**src/design/matrix4_multiply_top_defines.svh**
```systemverilog
// Assertion macros used by matrix4_multiply_top to check its own logic.
// Each macro expects signals named clk and rst_n in the scope of its use.
`ifndef MATRIX4_MULTIPLY_TOP_DEFINES_SVH
`define MATRIX4_MULTIPLY_TOP_DEFINES_SVH

// Same-cycle implication, ignored while reset is asserted.
`define MM4_ASSERT_NOW(label, ante, cons, msg) \
    label: assert property (@(posedge clk) disable iff (!rst_n) (ante) |-> (cons)) \
        else $error(msg);

// Next-cycle implication, ignored while reset is asserted.
`define MM4_ASSERT_NEXT(label, ante, cons, msg) \
    label: assert property (@(posedge clk) disable iff (!rst_n) (ante) |=> (cons)) \
        else $error(msg);

`endif

```
**src/design/mm4_pkg.sv**
```systemverilog
package mm4_pkg;

    localparam int ELEM_W        = 32;
    localparam int PROD_W        = 2 * ELEM_W;
    localparam int ACC_W         = PROD_W + 2;
    localparam int FRACTION_BITS = 16;
    localparam int IDX_W         = 4;
    localparam int LOAD_W        = 5;
    localparam int STEP_W        = 6;

    localparam logic [IDX_W-1:0]  LAST_IDX  = 4'd15;
    localparam logic [LOAD_W-1:0] LAST_LOAD = 5'd31;
    localparam logic [STEP_W-1:0] LAST_STEP = 6'd63;
    localparam logic [1:0]        FIRST_K   = 2'd0;
    localparam logic [1:0]        LAST_K    = 2'd3;

    // Travels with one multiply-add through the pipeline.
    typedef struct packed {
        logic             valid;
        logic             first;
        logic             last;
        logic [IDX_W-1:0] idx;
    } mm4_tag_t;

endpackage

```
**src/design/matrix4_multiply_top.sv**
```systemverilog
// Multiplies two 4x4 signed Q16.16 matrices held in column-major order. Raise
// start with one element on element_value for each request while busy is low:
// the sixteen elements of the first matrix, then the sixteen of the second.
// Loading takes one request per cycle while busy is low. The request that
// carries the 32nd element raises busy, and the block then works through
// the 64 multiply-adds one per cycle on a single shared multiplier, fed
// from two memories with registered reads. Results appear on product_value,
// product_index, last_of_run and saturated for exactly one cycle each, marked
// by result_valid, in index order 0 to 15; the receiver cannot stall them and
// must take each one in the cycle that it is shown. Busy falls with the
// sixteenth result. Each product element is the exact sum of four products,
// shifted right by the fraction width with rounding towards minus infinity
// and then clipped to 32 bits, with saturated marking a clipped value.
// Memory contents need no clearing after reset, since every entry is
// written before it is read.
`include "matrix4_multiply_top_defines.svh"

module matrix4_multiply_top
    import mm4_pkg::*;
#(
    parameter int FRAC_BITS = FRACTION_BITS
)
(
    input  logic                     clk,
    input  logic                     rst_n,
    input  logic                     start,
    output logic                     busy,
    input  logic signed [ELEM_W-1:0] element_value,
    output logic                     result_valid,
    output logic signed [ELEM_W-1:0] product_value,
    output logic [IDX_W-1:0]         product_index,
    output logic                     last_of_run,
    output logic                     saturated
);

    // Sequencer states: loading elements, issuing multiply-adds, draining the
    // pipeline until the sixteenth result has left.
    localparam logic [1:0] ST_LOAD  = 2'd0;
    localparam logic [1:0] ST_ISSUE = 2'd1;
    localparam logic [1:0] ST_DRAIN = 2'd2;

    logic [1:0]        state_reg, state_next;
    logic [LOAD_W-1:0] load_count_reg, load_count_next;
    logic [STEP_W-1:0] step_reg, step_next;
    logic              accept;

    mm4_tag_t                 issue_tag, done_tag;
    logic [IDX_W-1:0]         rd_addr_a, rd_addr_b;
    logic signed [ELEM_W-1:0] rd_data_a, rd_data_b;
    logic signed [ACC_W-1:0]  acc;

    logic signed [ACC_W-1:0]  shifted;
    logic                     overflow;
    logic signed [ELEM_W-1:0] clipped;

    logic                     result_valid_reg;
    logic signed [ELEM_W-1:0] product_value_reg;
    logic [IDX_W-1:0]         product_index_reg;
    logic                     last_of_run_reg;
    logic                     saturated_reg;

    assign busy   = (state_reg != ST_LOAD);
    assign accept = start && !busy;

    // The step counter walks j (column of the product), i (row) and k (the
    // inner index) with k innermost, so the four terms of each element follow
    // each other and the product index is simply the upper four bits.
    assign rd_addr_a = {step_reg[1:0], step_reg[3:2]};
    assign rd_addr_b = {step_reg[5:4], step_reg[1:0]};

    always_comb
    begin
        issue_tag.valid = (state_reg == ST_ISSUE);
        issue_tag.first = (step_reg[1:0] == FIRST_K);
        issue_tag.last  = (step_reg[1:0] == LAST_K);
        issue_tag.idx   = step_reg[5:2];
    end

    always_comb
    begin
        state_next      = state_reg;
        load_count_next = load_count_reg;
        step_next       = step_reg;
        unique case (state_reg)
            ST_LOAD:
            begin
                if (accept)
                begin
                    load_count_next = load_count_reg + 5'd1;
                    if (load_count_reg == LAST_LOAD)
                    begin
                        state_next = ST_ISSUE;
                        step_next  = '0;
                    end
                end
            end
            ST_ISSUE:
            begin
                step_next = step_reg + 6'd1;
                if (step_reg == LAST_STEP)
                begin
                    state_next = ST_DRAIN;
                end
            end
            ST_DRAIN:
            begin
                if (done_tag.valid && done_tag.idx == LAST_IDX)
                begin
                    state_next = ST_LOAD;
                end
            end
            default:
            begin
                state_next = ST_LOAD;
            end
        endcase
    end

    always_ff @(posedge clk or negedge rst_n)
    begin
        if (!rst_n)
        begin
            state_reg      <= ST_LOAD;
            load_count_reg <= '0;
            step_reg       <= '0;
        end
        else
        begin
            state_reg      <= state_next;
            load_count_reg <= load_count_next;
            step_reg       <= step_next;
        end
    end

    mm4_mem u_mem
    (
        .clk       (clk),
        .wr_en     (accept),
        .wr_addr   (load_count_reg),
        .wr_data   (element_value),
        .rd_addr_a (rd_addr_a),
        .rd_addr_b (rd_addr_b),
        .rd_data_a (rd_data_a),
        .rd_data_b (rd_data_b)
    );

    mm4_mac u_mac
    (
        .clk       (clk),
        .rst_n     (rst_n),
        .issue_tag (issue_tag),
        .a_data    (rd_data_a),
        .b_data    (rd_data_b),
        .done_tag  (done_tag),
        .acc       (acc)
    );

    // An arithmetic shift of the exact sum gives the floor. The value fits in
    // 32 bits only when bit 31 and every bit above it agree.
    always_comb
    begin
        shifted  = acc >>> FRAC_BITS;
        overflow = !((&shifted[ACC_W-1:ELEM_W-1]) || !(|shifted[ACC_W-1:ELEM_W-1]));
        if (overflow)
        begin
            clipped = shifted[ACC_W-1] ? {1'b1, {(ELEM_W-1){1'b0}}}
                                       : {1'b0, {(ELEM_W-1){1'b1}}};
        end
        else
        begin
            clipped = shifted[ELEM_W-1:0];
        end
    end

    always_ff @(posedge clk or negedge rst_n)
    begin
        if (!rst_n)
        begin
            result_valid_reg <= 1'b0;
        end
        else
        begin
            result_valid_reg <= done_tag.valid;
        end
    end

    always_ff @(posedge clk)
    begin
        if (done_tag.valid)
        begin
            product_value_reg <= clipped;
            product_index_reg <= done_tag.idx;
            last_of_run_reg   <= (done_tag.idx == LAST_IDX);
            saturated_reg     <= overflow;
        end
    end

    assign result_valid  = result_valid_reg;
    assign product_value = product_value_reg;
    assign product_index = product_index_reg;
    assign last_of_run   = last_of_run_reg;
    assign saturated     = saturated_reg;

    // The sixteenth result ends the run, so the block is free again with it.
    `MM4_ASSERT_NOW(a_last_frees, result_valid && last_of_run, !busy,
                    "busy still high with the last result of a run")
    // Every other result comes out while the run still holds the block.
    `MM4_ASSERT_NOW(a_result_in_run, result_valid && !last_of_run, busy,
                    "result shown outside a run")
    // The request with the 32nd element starts the computation.
    `MM4_ASSERT_NEXT(a_run_starts, accept && load_count_reg == LAST_LOAD,
                     busy && load_count_reg == '0,
                     "final element did not start a run")
    // A clipped value is always one of the two limits.
    `MM4_ASSERT_NOW(a_sat_limits, result_valid && saturated,
                    product_value == 32'sh7FFFFFFF || product_value == 32'sh80000000,
                    "saturated value is not a limit")

endmodule

```
**src/design/mm4_mem.sv**
```systemverilog
module mm4_mem
    import mm4_pkg::*;
(
    input  logic                     clk,
    input  logic                     wr_en,
    input  logic [LOAD_W-1:0]        wr_addr,
    input  logic signed [ELEM_W-1:0] wr_data,
    input  logic [IDX_W-1:0]         rd_addr_a,
    input  logic [IDX_W-1:0]         rd_addr_b,
    output logic signed [ELEM_W-1:0] rd_data_a,
    output logic signed [ELEM_W-1:0] rd_data_b
);

    // The upper address bit selects the second matrix.
    logic signed [ELEM_W-1:0] mem_a [16];
    logic signed [ELEM_W-1:0] mem_b [16];

    always_ff @(posedge clk)
    begin
        if (wr_en && !wr_addr[LOAD_W-1])
        begin
            mem_a[wr_addr[IDX_W-1:0]] <= wr_data;
        end
        rd_data_a <= mem_a[rd_addr_a];
    end

    always_ff @(posedge clk)
    begin
        if (wr_en && wr_addr[LOAD_W-1])
        begin
            mem_b[wr_addr[IDX_W-1:0]] <= wr_data;
        end
        rd_data_b <= mem_b[rd_addr_b];
    end

endmodule

```
**src/design/mm4_mac.sv**
```systemverilog
module mm4_mac
    import mm4_pkg::*;
(
    input  logic                     clk,
    input  logic                     rst_n,
    input  mm4_tag_t                 issue_tag,
    input  logic signed [ELEM_W-1:0] a_data,
    input  logic signed [ELEM_W-1:0] b_data,
    output mm4_tag_t                 done_tag,
    output logic signed [ACC_W-1:0]  acc
);

    mm4_tag_t                 tag1_reg, tag2_reg, done_reg, done_next;
    logic signed [PROD_W-1:0] prod_reg;
    logic signed [ACC_W-1:0]  acc_reg, acc_next;

    // The exact 66-bit sum; the first term of each element restarts it.
    always_comb
    begin
        acc_next = (tag2_reg.first ? '0 : acc_reg)
                 + {{(ACC_W-PROD_W){prod_reg[PROD_W-1]}}, prod_reg};
    end

    // Only the fourth term of an element marks a finished sum.
    always_comb
    begin
        done_next       = tag2_reg;
        done_next.valid = tag2_reg.valid && tag2_reg.last;
    end

    always_ff @(posedge clk or negedge rst_n)
    begin
        if (!rst_n)
        begin
            tag1_reg <= '0;
            tag2_reg <= '0;
            done_reg <= '0;
        end
        else
        begin
            tag1_reg <= issue_tag;
            tag2_reg <= tag1_reg;
            done_reg <= done_next;
        end
    end

    always_ff @(posedge clk)
    begin
        prod_reg <= a_data * b_data;
        if (tag2_reg.valid)
        begin
            acc_reg <= acc_next;
        end
    end

    assign done_tag = done_reg;
    assign acc      = acc_reg;

endmodule
```
**config.mk**
```make
export PLATFORM = sky130hd
export DESIGN_NAME = matrix4_multiply_top
export DESIGN_NICKNAME = d
export VERILOG_FILES = /design/src/design/mm4_pkg.sv /design/src/design/matrix4_multiply_top.sv /design/src/design/mm4_mem.sv /design/src/design/mm4_mac.sv
export VERILOG_INCLUDE_DIRS = /design/src /design/src/design
export SDC_FILE = /design/constraint.sdc
export NUM_CORES = 2
export LEC_CHECK = 0
export BUFFER_PORTS_ARGS = -buffer_cell sky130_fd_sc_hd__buf_2
export CORE_ASPECT_RATIO = 0.8
export CORE_MARGIN = 5
export CORE_UTILIZATION = 50
export CTS_BUF_LIST = sky130_fd_sc_hd__clkbuf_16
export CTS_CLUSTER_SIZE = 24
export DETAILED_ROUTE_END_ITERATION = 10
export PLACE_DENSITY = 0.72
export SETUP_SLACK_MARGIN = 0.3
export SYNTH_ARGS = -nofsm -noshare
export SYNTH_HDL_FRONTEND = slang
export SYNTH_SLANG_ARGS = --single-unit
```
**constraint.sdc**
```tcl
create_clock -name clk -period 10.4 [get_ports clk]
set_input_delay 1.04 -clock clk [delete_from_list [all_inputs] [get_ports clk]]
set_output_delay 1.04 -clock clk [all_outputs]
set_load 0.1 [all_outputs]
```
==> results by group <==
Global route
  – GR Overflow Total: 0
  – First-pass GRT wire length: 332 mm
  – Total track usage: 24.2%
  – Vias in the first global route: 53700
  – Initial antenna violation count: 13
  – Largest net degree at the start of global routing: 95

Logic synthesis
  – Predominant post-synthesis flop cell: edfxtp_1
  – Synthesis-stage register bit count: 1289
  – Syn Nets: 7742
  – Synthesized area per cell: 13.5 um2
  – Async S/R FF share, synth: 2.56%
  – Count of cell types in the netlist: 85
  – Largest area contributor in the netlist: edfxtp_1
  – Sequential fraction of the synthesis area: 43.2%
  – Post-synth EDFFs: 1128
  – Post-synth top area share: 39.3%
  – Mapped cell area: 0.0863 mm2
  – Synth Instances: 6368
  – Yosys warnings: 0
  – Synth area leaders: edfxtp_1 39%, fa_1 25%, mux4_2 8.4%, inv_1 4.4%, and2_1 3.9%

Layout
  – Layout cells sized above 1: 11.8%
  – Final instance area: 0.0932 mm2
  – Area growth, synth to finish: 7.98%
  – Final design utilization: 54.3%
  – Filler cells: 13600
  – Layout Nets: 7704

STA
  – Final setup margin: 1820 ps
  – Min cycle time layout: 8580 ps
  – Slew margin rel.: 15.6%
  – Setup violations, final: 0
  – Final Hold Fails: 0
  – Period utilization: 82.5%
  – Slew @ Worst Pin: 1260 ps
  – Fin. max-slew vios: 0
  – Setup total negative slack: 0 ps
  – Clock skew: 115 ps
  – RSZ-0062 raised after global routing: false
  – Fmax: 117 MHz

Clocking
  – Clk sink count: 1289
  – TritonCTS buffer count: 118
  – Clock Latency Late Sink: 780 ps
  – CTS tree: done
  – H-tree depth: 3
  – Post-CTS Setup Bufs: 0
  – CTS root buf: clkbuf_16
  – Post-CTS Resized: 0
  – # hold bufs at CTS: 0
  – CTS Buffer Depth: 3
  – Clock transition at path regs: 70 ps

Run status
  – Status: finished clean

Critical path
  – Startpoint types: flop
  – Endpoint class of the critical path: flop
  – Worst R2R Path Depth: 25
  – WP data required: 11070 ps
  – Critical path arrival: 9250 ps
  – CP max FO: 20
  – Crit Path Class: reg -> reg
  – Reg2reg setup slack: 1820 ps
  – Worst r2r dst: u_mac.prod_reg[63]
  – Reg2reg start: u_mem.rd_data_b[5]

Placement
  – Port Buf Inserts: 74
  – Cell Area, Placed: 0.0892 mm2
  – HPWL Detailed: 144 mm
  – Gpl congestion: 0.896
  – Setup WS pre-CTS: 1780 ps

Detailed routing
  – Vias per inst: 5.76
  – Initial DRC Count: 5337
  – DR WL/cell: 24.6 um
  – Drt pass-1 iters: 5
  – Antenna Nets Post-Route: 0
  – DRT Wirelength: 215 mm
  – DRC errors left: 0
  – DR vias: 50200

Floorplanning
  – Initial Util: 50.3%
  – Die Area: 0.181 mm2
  – Core Area: 0.172 mm2
  – Chip height: 382 um
  – I/O pin count: 75
  – Die X-Extent: 474 um
  – # rows: 136

Run
  – Max-cap viol count: 0

Hold path
  – Worst Hold Class: in -> async
## cells in the final DEF, fill, tap and decap left out, types with 22 or more instances in the layout
cell       Yosys  final
and2_1       543    527
ha_1         256    256
nor2_1        90     78
xor2_1        41     41
clkbuf_16      0    118
dfrtp_1       33     24
nand4_1       33     33
buf_4          0     94
buf_2          5     74
clkinv_2       0     22
nand3_1       27     27
fa_1        1083   1083
dfxtp_1      128    107
edfxtp_1    1128   1128
nand2b_1      22     22
clkinv_1       0     26
a21o_1       109    109
o21ai_0       59     59
o21bai_1      25     25
nand2_1      580    580
nor2b_1      107    107
a21oi_1      144    144
xnor2_1      100    100
mux4_2       320    320
inv_1       1005   1029
## worst max-delay path by stage
stage | from | endpoint | slack [ps] | depth (start not counted)
floorplan | u_mem.rd_data_a[31] | u_mac.prod_reg[63] | 2830 | 25
global placement | u_mem.rd_data_b[5] | u_mac.prod_reg[62] | 1930 | 26
detailed placement | u_mem.rd_data_b[5] | u_mac.prod_reg[63] | 1780 | 25
CTS | u_mem.rd_data_b[5] | u_mac.prod_reg[63] | 1770 | 25
global route | u_mem.rd_data_b[5] | u_mac.prod_reg[63] | 1290 | 25
finish | u_mem.rd_data_b[5] | u_mac.prod_reg[63] | 1820 | 25
## synth_stat cells (14+ instances only)
library cell     n
a21o_1         109
a21oi_1        144
a31oi_1         19
and2_1         543
and3_1          20
buf_1           37
clkbuf_1       285
dfrtp_1         33
dfxtp_1        128
edfxtp_1      1128
fa_1          1083
ha_1           256
inv_1         1005
mux4_2         320
nand2_1        580
nand2b_1        22
nand3_1         27
nand4_1         33
nor2_1          90
nor2b_1        107
nor3_1          24
o21a_1          14
o21ai_0         59
o21bai_1        25
xnor2_1        100
xor2_1          41
## logic make-up (layout without fill, tap and decap cells)
group                    count (synthesis)  in the layout  share of synthesized area [%]
AND/OR/NAND/NOR                       1480           1480                           8.78
buffers and inverters                 1333           1400                           5.81
adder cells (fa/ha/maj)               1339           1339                           28.8
other                                    0              8                              0
flip-flops                            1289           1289                           43.2
AO/OA/AOI/OAI                          463            463                           3.57
XOR/XNOR                               141            141                           1.43
multiplexers                           323            323                           8.39
## routing by layer
metal / track usage, % / share of wire [%] / up-vias
li1: - / - / 21000
met1: 35.2 / 42 / 26200
met2: 36.9 / 45 / 2623
met3: 6.94 / 11 / 319
met4: 4.90 / 2.1 / 0
met5: 0 / 0 / -
## metrics by stage
stage | cells | hold WS, ps
2_1_floorplan | 6368 | 331
3_3_place_gp | 8487 | 331
3_5_place_dp | 8487 | 335
4_1_cts | 8712 | 293
5_1_grt | 8714 | 345
6_report | 8720 | 305
## cell type report
cell class	count	area [um2]	area share [%]
antenna	8	20.0	0.0215
multi-input combinational	3746	44100	47.4
tap	2277	2850	3.06
inverter	1006	3780	4.05
timing repair buffer	169	1100	1.18
clock buffer	118	2950	3.17
sequential	1289	37300	40.0
clock inverter	107	1020	1.10
## worst max-delay path, stage by stage (launching register included)
cell,delay [ps]
dfxtp_1,960
nand2_1,280
inv_1,170
fa_1,390
inv_1,220
fa_1,460
inv_1,200
fa_1,480
fa_1,880
inv_1,380
fa_1,580
inv_1,60
fa_1,530
inv_1,50
fa_1,470
inv_1,50
fa_1,440
ha_1,410
a21o_1,200
a21o_1,180
a21oi_1,200
nand3b_1,150
nor3_4,220
o31ai_4,130
a221oi_2,280
xnor2_1,140
Power is not shown: default switching activity piles up to over one toggle a cycle in this logic, so the estimate is an artifact.
